`config.mk`:
```
export PLATFORM = sky130hd
export DESIGN_NAME = time_ordered_syncpoint_list_unit_flat
export DESIGN_NICKNAME = d
export VERILOG_FILES = /design/src/design/tosl_pkg.sv /design/src/design/tosl_req_if.sv /design/src/design/tosl_res_if.sv /design/src/design/tosl_cell.sv /design/src/design/tosl_prefix.sv /design/src/design/time_ordered_syncpoint_list_unit.sv /design/src/flat_wrapper.sv
export SDC_FILE = /design/constraint.sdc
export NUM_CORES = 2
export LEC_CHECK = 0
export ABC_CLOCK_PERIOD_IN_PS = 11200
export BUFFER_PORTS_ARGS = -buffer_cell sky130_fd_sc_hd__buf_2
export CAP_MARGIN = 40
export CORE_UTILIZATION = 40
export DETAILED_ROUTE_END_ITERATION = 10
export HOLD_SLACK_MARGIN = 0.05
export PLACE_DENSITY_LB_ADDON = 0.12
export SETUP_SLACK_MARGIN = 0.05
export SLEW_MARGIN = 20
export SYNTH_ARGS = -nofsm -noshare
export SYNTH_HDL_FRONTEND = slang
export SYNTH_SLANG_ARGS = --single-unit
```
`constraint.sdc`:
```
create_clock -name i_clk -period 11.2 [get_ports i_clk]
set_input_delay 1.68 -clock i_clk [delete_from_list [all_inputs] [get_ports i_clk]]
set_output_delay 1.68 -clock i_clk [all_outputs]
set_load 0.05 [all_outputs]
```
`src/design/tosl_pkg.sv`:
```
`timescale 1ns / 1ps

package tosl_pkg;

    localparam int TIME_W  = 64;
    localparam int GATE_W  = 8;
    localparam int COUNT_W = 5;
    localparam int REQ_W   = 2;
    localparam int STAT_W  = 2;

    // request codes
    localparam logic [REQ_W-1:0] REQ_ADD    = 2'd0;
    localparam logic [REQ_W-1:0] REQ_CANCEL = 2'd1;
    localparam logic [REQ_W-1:0] REQ_ARRIVE = 2'd2;
    localparam logic [REQ_W-1:0] REQ_PROBE  = 2'd3;

    // status codes
    localparam logic [STAT_W-1:0] ST_OK       = 2'd0;
    localparam logic [STAT_W-1:0] ST_NO_MATCH = 2'd1;
    localparam logic [STAT_W-1:0] ST_EARLY    = 2'd2;
    localparam logic [STAT_W-1:0] ST_FULL     = 2'd3;

    // contents of one list cell
    typedef struct packed {
        logic              valid;
        logic [TIME_W-1:0] time_val;
        logic [GATE_W-1:0] gate;
    } t_cell_data;

    // control broadcast to every cell
    typedef struct packed {
        logic              cmp_en;
        logic              upd_en;
        logic              do_add;
        logic              do_remove;
        logic              match_time;
        logic [TIME_W-1:0] key_time;
        logic [GATE_W-1:0] key_gate;
    } t_cell_ctl;

endpackage

```
`src/design/tosl_req_if.sv`:
```
`timescale 1ns / 1ps

interface tosl_req_if;
    import tosl_pkg::*;

    logic              valid;
    logic              ready;
    logic [REQ_W-1:0]  req_type;
    logic [TIME_W-1:0] event_time;
    logic [GATE_W-1:0] gate_index;

    modport source (output valid, output req_type, output event_time, output gate_index,
                    input ready);
    modport sink   (input valid, input req_type, input event_time, input gate_index,
                    output ready);
endinterface

```
`src/design/tosl_res_if.sv`:
```
`timescale 1ns / 1ps

interface tosl_res_if;
    import tosl_pkg::*;

    logic               valid;
    logic               ready;
    logic [TIME_W-1:0]  head_time;
    logic               list_empty;
    logic               must_block;
    logic [COUNT_W-1:0] entry_count;
    logic [STAT_W-1:0]  status;

    modport source (output valid, output head_time, output list_empty, output must_block,
                    output entry_count, output status, input ready);
    modport sink   (input valid, input head_time, input list_empty, input must_block,
                    input entry_count, input status, output ready);
endinterface

```
`src/design/tosl_cell.sv`:
```
`timescale 1ns / 1ps

module tosl_cell (
    input  logic                  i_clk,
    input  logic                  i_rst_n,
    input  tosl_pkg::t_cell_ctl   i_ctl,
    input  tosl_pkg::t_cell_data  i_prev,
    input  logic                  i_prev_gt,
    input  tosl_pkg::t_cell_data  i_next,
    input  logic                  i_incl,
    output tosl_pkg::t_cell_data  o_data,
    output tosl_pkg::t_cell_data  o_next_data,
    output logic                  o_match,
    output logic                  o_gt,
    output logic                  o_late
);
    import tosl_pkg::*;

    logic              r_valid;
    logic [TIME_W-1:0] r_time;
    logic [GATE_W-1:0] r_gate;
    logic              r_match;
    logic              r_gt;
    logic              r_late;

    t_cell_data        n_data;
    t_cell_data        w_cur;
    logic              w_eq_gate;
    logic              w_eq_time;

    assign w_cur     = '{valid: r_valid, time_val: r_time, gate: r_gate};
    assign w_eq_gate = (r_gate == i_ctl.key_gate);
    assign w_eq_time = (r_time == i_ctl.key_time);

    // insert, shift toward the tail, or close the gap left by a removal
    always_comb begin
        n_data = w_cur;
        if (i_ctl.upd_en) begin
            if (i_ctl.do_add && !r_gt) begin
                if (i_prev_gt) begin
                    n_data = '{valid: 1'b1, time_val: i_ctl.key_time, gate: i_ctl.key_gate};
                end else begin
                    n_data = i_prev;
                end
            end else if (i_ctl.do_remove && i_incl) begin
                n_data = i_next;
            end
        end
    end

    always_ff @(posedge i_clk) begin
        if (!i_rst_n) begin
            r_valid <= 1'b0;
        end else begin
            r_valid <= n_data.valid;
        end
    end

    always_ff @(posedge i_clk) begin
        r_time <= n_data.time_val;
        r_gate <= n_data.gate;
        if (i_ctl.cmp_en) begin
            r_gt    <= r_valid && (i_ctl.key_time > r_time);
            r_late  <= r_valid && (r_time > i_ctl.key_time);
            r_match <= r_valid && w_eq_gate && (!i_ctl.match_time || w_eq_time);
        end
    end

    assign o_data      = w_cur;
    assign o_next_data = n_data;
    assign o_match     = r_match;
    assign o_gt        = r_gt;
    assign o_late      = r_late;

endmodule

```
`src/design/tosl_prefix.sv`:
```
`timescale 1ns / 1ps

module tosl_prefix #(
    parameter int N = 16
) (
    input  logic [N-1:0] i_bits,
    output logic [N-1:0] o_incl
);
    localparam int LVLS = (N > 1) ? $clog2(N) : 1;

    logic [LVLS:0][N-1:0] w_lvl;

    assign w_lvl[0] = i_bits;

    // log-depth inclusive prefix or
    genvar l, i;
    generate
        for (l = 0; l < LVLS; l++) begin : g_lvl
            for (i = 0; i < N; i++) begin : g_bit
                if (i >= (1 << l)) begin : g_comb
                    assign w_lvl[l+1][i] = w_lvl[l][i] | w_lvl[l][i-(1<<l)];
                end else begin : g_pass
                    assign w_lvl[l+1][i] = w_lvl[l][i];
                end
            end
        end
    endgenerate

    assign o_incl = w_lvl[LVLS];

endmodule

```
`src/design/time_ordered_syncpoint_list_unit.sv`:
```
`timescale 1ns / 1ps

// time-ordered sync point list: a row of LIST_DEPTH cells, cell 0 holding the
// earliest (time, gate) entry and occupied cells always packed toward cell 0.
// each request passes its accept, compare and update edges in turn: the accept
// edge latches the request, the compare edge has every cell compare its entry
// against the request key in parallel (64-bit greater/equal plus gate equal),
// and the update edge uses a log-depth prefix-or over the cell match bits to
// find the earliest match, then every cell inserts, shifts one place from its
// neighbor or keeps its entry, and the result register is loaded. the next
// request is taken in the cycle after the update, so one request at a time is
// in flight. if the result register is still occupied when an update is due,
// the update waits for it to drain, and no new request is taken meanwhile.
// head_time is all ones on an empty list and list_empty tells that apart from
// a stored all-ones time. a full list drops an add with status full; removals
// of a missing entry report no match.
// entry storage has no reset, only the per-cell occupancy bits are cleared.
module time_ordered_syncpoint_list_unit #(
    parameter int LIST_DEPTH = 16
) (
    input  logic        i_clk,
    input  logic        i_rst_n,
    tosl_req_if.sink    i_req,
    tosl_res_if.source  o_res
);
    import tosl_pkg::*;

    localparam int CW = $clog2(LIST_DEPTH + 1);

    typedef enum logic [1:0] {
        S_IDLE,
        S_CMP,
        S_UPD
    } t_state;

    t_state             r_state;
    logic [REQ_W-1:0]   r_req_type;
    logic [TIME_W-1:0]  r_time;
    logic [GATE_W-1:0]  r_gate;
    logic [CW-1:0]      r_count;

    // result register
    logic               r_out_valid;
    logic [TIME_W-1:0]  r_out_head;
    logic               r_out_empty;
    logic               r_out_block;
    logic [COUNT_W-1:0] r_out_count;
    logic [STAT_W-1:0]  r_out_status;

    t_cell_ctl          w_ctl;
    t_cell_data         w_data  [LIST_DEPTH];
    t_cell_data         w_ndata [LIST_DEPTH];
    logic [LIST_DEPTH-1:0] w_match;
    logic [LIST_DEPTH-1:0] w_gt;
    logic [LIST_DEPTH-1:0] w_late;
    logic [LIST_DEPTH-1:0] w_incl;
    logic [LIST_DEPTH-1:0] w_first;

    logic               w_accept;
    logic               w_commit;
    logic               w_full;
    logic               w_found;
    logic               w_early;
    logic               w_is_add;
    logic               w_is_rm;
    logic [CW-1:0]      n_count;
    logic [CW+COUNT_W-1:0] w_count_ext;
    logic [STAT_W-1:0]  w_status;

    assign w_accept = i_req.valid && i_req.ready;
    assign w_commit = (r_state == S_UPD) && (!r_out_valid || o_res.ready);
    assign w_full   = (r_count == CW'(LIST_DEPTH));
    assign w_is_add = (r_req_type == REQ_ADD);
    assign w_is_rm  = (r_req_type == REQ_CANCEL) || (r_req_type == REQ_ARRIVE);

    assign i_req.ready = (r_state == S_IDLE);

    // broadcast control to the cell row
    always_comb begin
        w_ctl.cmp_en     = (r_state == S_CMP);
        w_ctl.upd_en     = w_commit;
        w_ctl.do_add     = w_is_add && !w_full;
        w_ctl.do_remove  = w_is_rm;
        w_ctl.match_time = (r_req_type == REQ_CANCEL);
        w_ctl.key_time   = r_time;
        w_ctl.key_gate   = r_gate;
    end

    genvar i;
    generate
        for (i = 0; i < LIST_DEPTH; i++) begin : g_cell
            t_cell_data w_prev;
            t_cell_data w_next;
            logic       w_prev_gt;

            if (i == 0) begin : g_head
                assign w_prev    = '0;
                assign w_prev_gt = 1'b1;
            end else begin : g_mid
                assign w_prev    = w_data[i-1];
                assign w_prev_gt = w_gt[i-1];
            end

            if (i == LIST_DEPTH - 1) begin : g_tail
                assign w_next = '0;
            end else begin : g_body
                assign w_next = w_data[i+1];
            end

            tosl_cell u_cell (
                .i_clk       (i_clk),
                .i_rst_n     (i_rst_n),
                .i_ctl       (w_ctl),
                .i_prev      (w_prev),
                .i_prev_gt   (w_prev_gt),
                .i_next      (w_next),
                .i_incl      (w_incl[i]),
                .o_data      (w_data[i]),
                .o_next_data (w_ndata[i]),
                .o_match     (w_match[i]),
                .o_gt        (w_gt[i]),
                .o_late      (w_late[i])
            );

            // earliest match is where the inclusive prefix first turns on
            if (i == 0) begin : g_first0
                assign w_first[i] = w_incl[i];
            end else begin : g_firstn
                assign w_first[i] = w_incl[i] && !w_incl[i-1];
            end
        end
    endgenerate

    tosl_prefix #(
        .N (LIST_DEPTH)
    ) u_prefix (
        .i_bits (w_match),
        .o_incl (w_incl)
    );

    assign w_found = w_incl[LIST_DEPTH-1];
    assign w_early = |(w_first & w_late);

    always_comb begin
        n_count = r_count;
        if (w_is_add && !w_full) begin
            n_count = r_count + CW'(1);
        end else if (w_is_rm && w_found) begin
            n_count = r_count - CW'(1);
        end
    end

    // count field keeps the low bits of the count
    assign w_count_ext = {{COUNT_W{1'b0}}, n_count};

    always_comb begin
        case (r_req_type)
            REQ_ADD:    w_status = w_full ? ST_FULL : ST_OK;
            REQ_CANCEL: w_status = w_found ? ST_OK : ST_NO_MATCH;
            REQ_ARRIVE: w_status = !w_found ? ST_NO_MATCH : (w_early ? ST_EARLY : ST_OK);
            REQ_PROBE:  w_status = ST_OK;
            default:    w_status = ST_OK;
        endcase
    end

    always_ff @(posedge i_clk) begin
        if (!i_rst_n) begin
            r_state     <= S_IDLE;
            r_count     <= '0;
            r_out_valid <= 1'b0;
        end else begin
            case (r_state)
                S_IDLE: begin
                    if (w_accept) begin
                        r_state <= S_CMP;
                    end
                end
                S_CMP: begin
                    r_state <= S_UPD;
                end
                S_UPD: begin
                    if (w_commit) begin
                        r_state <= S_IDLE;
                        r_count <= n_count;
                    end
                end
                default: begin
                    r_state <= S_IDLE;
                end
            endcase

            if (w_commit) begin
                r_out_valid <= 1'b1;
            end else if (o_res.ready) begin
                r_out_valid <= 1'b0;
            end
        end

        if (w_accept) begin
            r_req_type <= i_req.req_type;
            r_time     <= i_req.event_time;
            r_gate     <= i_req.gate_index;
        end

        if (w_commit) begin
            r_out_head   <= (n_count == '0) ? '1 : w_ndata[0].time_val;
            r_out_empty  <= (n_count == '0);
            // cell 0 compare is against the current head; empty head never blocks
            r_out_block  <= (r_req_type == REQ_PROBE) && w_gt[0];
            r_out_count  <= w_count_ext[COUNT_W-1:0];
            r_out_status <= w_status;
        end
    end

    assign o_res.valid       = r_out_valid;
    assign o_res.head_time   = r_out_head;
    assign o_res.list_empty  = r_out_empty;
    assign o_res.must_block  = r_out_block;
    assign o_res.entry_count = r_out_count;
    assign o_res.status      = r_out_status;

    // checks: occupancy packed at the head, list sorted, count bounded, full add dropped
    logic [LIST_DEPTH-1:0] w_valid_vec;
    logic [LIST_DEPTH-1:0] w_therm;
    logic [LIST_DEPTH-1:0] w_order_ok;

    generate
        for (i = 0; i < LIST_DEPTH; i++) begin : g_chk
            assign w_valid_vec[i] = w_data[i].valid;
            assign w_therm[i]     = (CW'(i) < r_count);
            if (i == 0) begin : g_o0
                assign w_order_ok[i] = 1'b1;
            end else begin : g_on
                assign w_order_ok[i] = !w_data[i].valid ||
                                       (w_data[i-1].time_val <= w_data[i].time_val);
            end
        end
    endgenerate

    a_count_bound: assert property (@(posedge i_clk) disable iff (!i_rst_n)
        r_count <= CW'(LIST_DEPTH))
        else $error("entry count beyond list depth");

    a_packed: assert property (@(posedge i_clk) disable iff (!i_rst_n)
        w_valid_vec == w_therm)
        else $error("cell occupancy does not match entry count");

    a_sorted: assert property (@(posedge i_clk) disable iff (!i_rst_n)
        &w_order_ok)
        else $error("list not in time order");

    a_full_drop: assert property (@(posedge i_clk) disable iff (!i_rst_n)
        (w_commit && w_is_add && w_full) |=> (r_count == $past(r_count)))
        else $error("add on full list changed the count");

endmodule

```
`src/flat_wrapper.sv`:
```
// flat-port wrapper written by rule: the top's interface ports become plain ports
module time_ordered_syncpoint_list_unit_flat import tosl_pkg::*;
#(
    parameter int LIST_DEPTH = 16
)
  (i_clk, i_rst_n, i_req_valid, i_req_req_type, i_req_event_time, i_req_gate_index, i_req_ready, o_res_valid, o_res_head_time, o_res_list_empty, o_res_must_block, o_res_entry_count, o_res_status, o_res_ready);
  tosl_req_if i_req_i ();
  tosl_res_if o_res_i ();
  input  logic i_clk;
  input  logic i_rst_n;
  input wire logic [$bits(i_req_i.valid)-1:0] i_req_valid;
  input wire logic [$bits(i_req_i.req_type)-1:0] i_req_req_type;
  input wire logic [$bits(i_req_i.event_time)-1:0] i_req_event_time;
  input wire logic [$bits(i_req_i.gate_index)-1:0] i_req_gate_index;
  output wire logic [$bits(i_req_i.ready)-1:0] i_req_ready;
  output wire logic [$bits(o_res_i.valid)-1:0] o_res_valid;
  output wire logic [$bits(o_res_i.head_time)-1:0] o_res_head_time;
  output wire logic [$bits(o_res_i.list_empty)-1:0] o_res_list_empty;
  output wire logic [$bits(o_res_i.must_block)-1:0] o_res_must_block;
  output wire logic [$bits(o_res_i.entry_count)-1:0] o_res_entry_count;
  output wire logic [$bits(o_res_i.status)-1:0] o_res_status;
  input wire logic [$bits(o_res_i.ready)-1:0] o_res_ready;
  assign i_req_i.valid = i_req_valid;
  assign i_req_i.req_type = i_req_req_type;
  assign i_req_i.event_time = i_req_event_time;
  assign i_req_i.gate_index = i_req_gate_index;
  assign i_req_ready = i_req_i.ready;
  assign o_res_valid = o_res_i.valid;
  assign o_res_head_time = o_res_i.head_time;
  assign o_res_list_empty = o_res_i.list_empty;
  assign o_res_must_block = o_res_i.must_block;
  assign o_res_entry_count = o_res_i.entry_count;
  assign o_res_status = o_res_i.status;
  assign o_res_i.ready = o_res_ready;
  time_ordered_syncpoint_list_unit #(.LIST_DEPTH(LIST_DEPTH)) u_core (.i_clk(i_clk), .i_rst_n(i_rst_n), .i_req(i_req_i), .o_res(o_res_i));
endmodule
```
==> metrics.md <==
| Metric | Value |
|---|---|
| Setup slack after layout | 6.16 ns |
| Dpl ws | 6.46 ns |
| FP Rows | 173 |
| Maximum vdd drop | 150 uV |
| Synth-to-layout area growth | 12.6% |
| Vias in the first global route | 70300 |
| Final critical-path share of the clock period | 45.0% |
| Max-slew violations | 0 |
| Placed cells | 11500 |
| Reg2Reg Depth | 9 |
| #FFs+latches synth | 1371 |
| Sequential fraction of the synthesis area | 45.0% |
| Internal power | 9920 uW |
| Via Count | 72000 |
| CP max FO | 17 |
| Crit. End Element | flop |
| Initial antenna violation count | 10 |
| Die Height | 475 microns |
| Unrepaired setup endpoints after global routing | false |
| Post-synth ARST share | 0% |
| Mapped Avg Cell Area | 10.3 sq um |
| Top Ports | 153 |
| CTS tree | yes |
| Final total power | 13900 uW |
| Leakage | 0.0405 uW |
| Setup CP Type | flop to flop |
| DR vias/cell | 6.09 |
| Total track usage | 30.5% |
| Power share of the sequential group | 43.5% |
| Nets | 9817 |
| Reg2Reg Setup Slack | 6.16 ns |
| Top FF cell, synth | edfxtp_1 |
| Power density cells | 138 nW/um^2 |
| Hold buffers post-CTS | 0 |
| H-tree depth | 4 |
| Area of the mapped netlist | 89500 sq um |
| Post-DRT Antenna Nets | 0 |
| Clock power share | 41.1% |
| Ys Warns | 0 |
| Max Freq | 198 MHz |
| Final Skew | 0.0364 ns |
| Worst EP arrival | 5.58 ns |
| Detailed-route DRC error count | 0 |
| Mapped Nets | 9773 |
| Worst slew pin tran | 1.19 ns |
| Hold Path Class | flop to flop |
| Area share of the largest cell type after synthesis | 43.1% |
| Core ar. | 222000 sq um |
| Die ar. | 226000 sq um |
| Post-synth cell types | 69 |
| WHS Endpoint | u_core.g_cell[0].u_cell.r_time[0] |
| CTS Buffer Depth | 3 |
| Die Wd | 475 microns |
| WP data required | 11.73 ns |
| Post-CTS setup buffers | 0 |
| Input/output buffers | 152 |
| DR pass1 iterations | 6 |
| Hold Crit Start | u_core.g_cell[0].u_cell.r_time[0] |
| Share of layout cells above drive strength 1 | 8.71% |
| Min Tclk post-route | 5.04 ns |
| Sw Pwr | 4000 uW |
| Worst r2r src | u_core.r_time[29] |
| Power share of the combinational group | 15.4% |
| Worst skew pair latency | 0.82 ns |
| Post-synth top area cell | edfxtp_1 |
| Worst flop-to-flop path endpoint | u_core.g_cell[3].u_cell.o_late |
| Setup violators final | 0 |
| Max-Cap Viols | 0 |
| Slew headroom | 20.7% |
| Total global routing overflow | 0 |
| Setup TNS | 0 ns |
| Status | complete, no violations |
| Post-Route WL | 350 mm |
| Main area contributors after synthesis | edfxtp_1, ha_1, mux2i_1 |
| First-pass GRT wire length | 503 mm |
| Mean routed wirelength per cell | 29.6 microns |
| Fin cells | 11800 |
| Reg clk slew, reported paths | 0.06 ns |
| Hpwl dp | 254 mm |
| Hold path cells | 2 |
| Fin. Hold Viols | 0 |
| 1st-iter DRT viols | 7186 |
| Post-synth EDFFs | 1283 |
| Largest net degree at the start of global routing | 148 |
| CTS Buf Count | 170 |
| Mapped Cells | 8664 |
| Starting Density | 40.2% |
| CTS resizes | 0 |
| Routability Congestion | 0.982 |
| CP startpoint kind | flop |
| Clk root buf | clkbuf_16 |
| Switching share of total power | 28.7% |
| Post-Route Utilization | 45.3% |
| Clock sink total | 1371 |
## layout make-up
type	instances	area, sq um
Clock inverter	77	850
Clock buffer	239	4770
Tap cell	2975	3720
Multi-Input combinational cell	6542	46800
Antenna cell	5	12.5
Sequential cell	1371	40300
Timing Repair Buffer	432	3630
Inverter	191	724
Fill cell	21000	122000
## power groups by stage
stage / Sequential [uW] / Combinational [uW] / Clock (uW)
floorplan: 6070 / 1350 / 0
global placement: 6160 / 2020 / 0
detailed placement: 6150 / 2100 / 0
CTS: 6050 / 2110 / 5800
global route: 6070 / 2340 / 5980
finish: 6050 / 2140 / 5720
## critical path, stage by stage, from the launching register on
cell       delay [ns]
edfxtp_1         0.85
inv_1            0.64
ha_1             0.50
nand4_1          0.14
nor3_1           0.65
buf_4            0.26
nand4bb_1        0.65
or4_1            0.86
nand2_1          0.12
a21oi_1          0.04
## metrics by stage
step,area (sq um),hold WS (ns)
floorplan,89500,0.471
global placement,93700,0.526
detailed placement,94800,0.517
CTS,100000,0.543
global route,101000,0.605
finish,101000,0.544
## state kept, by name (all words and copies together) (netlist names)
| name | cells |
|---|---|
| u_core.r_state | 2 |
| u_core.r_time | 64 |
| u_core.r_req_type | 2 |
| u_core.o_res.valid | 1 |
| u_core.g_cell.u_cell.r_valid | 16 |
| u_core.r_count | 5 |
| u_core.o_res.status | 2 |
| u_core.g_cell.u_cell.o_late | 16 |
| u_core.o_res.must_block | 1 |
| u_core.g_cell.u_cell.o_gt | 16 |
| u_core.g_cell.u_cell.r_gate | 128 |
| u_core.o_res.list_empty | 1 |
| u_core.o_res.entry_count | 5 |
| u_core.o_res.head_time | 64 |
| u_core.r_gate | 8 |
| u_core.g_cell.u_cell.r_time | 1024 |
| u_core.g_cell.u_cell.o_match | 16 |
## how the worst max path moves through the flow
stage,start,endpoint,slack (ns)
after floorplan,o_res_ready,u_core.g_cell[12].u_cell.r_valid,4.70
after global placement,u_core.r_time[62],u_core.g_cell[10].u_cell.o_gt,4.93
after detailed placement,u_core.r_time[29],u_core.g_cell[3].u_cell.o_late,6.46
after CTS,u_core.r_time[29],u_core.g_cell[3].u_cell.o_late,6.42
after global routing,u_core.r_req_type[0],u_core.g_cell[1].u_cell.r_valid,6.22
final,u_core.r_time[29],u_core.g_cell[3].u_cell.o_late,6.16
## logic make-up (layout without fill, tap and decap cells)
group                      after synthesis  count (layout)  synth area share, %
AOI/OAI and AO/OA                     2019            2019                 12.6
xor gates and xnor gates               135             135                 1.32
adders and majority gates             1031            1031                 14.4
buffers and inverters                  751             939                 3.20
DFF                                   1371            1371                 45.0
muxes                                 1092            1092                 12.2
other                                    0               5                    0
and+or+nand+nor                       2265            2265                 11.2
## routing by layer
layer | GRT usage [%] | routed length, microns | vias to the layer above | part of all wire (%)
met1 | 40.8 | 150000 | 36200 | 43
met3 | 4.48 | 23000 | 610 | 6.6
met4 | 13.5 | 17400 | 6 | 5.0
met5 | 0 | 29 | - | 0.0083
met2 | 48.6 | 159000 | 2738 | 46
li1 | - | - | 32500 | -
## cell usage in the layout, fill, tap and decap left out, types with 129 or more instances in the layout
cell type | netlist | layout
nand4_1 | 193 | 193
buf_4 | 1 | 207
a21o_1 | 129 | 129
mux2i_1 | 1091 | 1091
inv_1 | 188 | 188
nand2_1 | 382 | 381
ha_1 | 1031 | 1031
nor2_1 | 1263 | 1254
o21ai_0 | 149 | 143
nand3_1 | 130 | 130
buf_2 | 2 | 170
edfxtp_1 | 1283 | 1283
clkbuf_16 | 0 | 173
a21oi_1 | 1443 | 1434
## synth_stat cells, types with 7 or more instances
cell type,number
and3_1,30
o31ai_1,13
inv_1,188
a2111o_1,7
o21a_1,11
ha_1,1031
or3_1,24
and2_1,11
xnor2_1,23
nor2_1,1263
o21ai_0,149
a21o_1,129
nor3_1,50
nand2_1,382
nand4_1,193
and4_1,41
a221oi_1,39
o221ai_1,7
a22oi_1,10
o211ai_1,25
a32oi_1,10
a21boi_0,13
mux2i_1,1091
nand3_1,130
or4b_2,8
buf_1,33
dfxtp_1,88
nor4_1,73
a211oi_1,47
nand2b_1,10
o22ai_1,65
nor2b_1,24
xor2_1,112
clkbuf_1,519
edfxtp_1,1283
a221o_1,10
a21oi_1,1443
a2111oi_0,8
(Power assumes the default switching activity.)
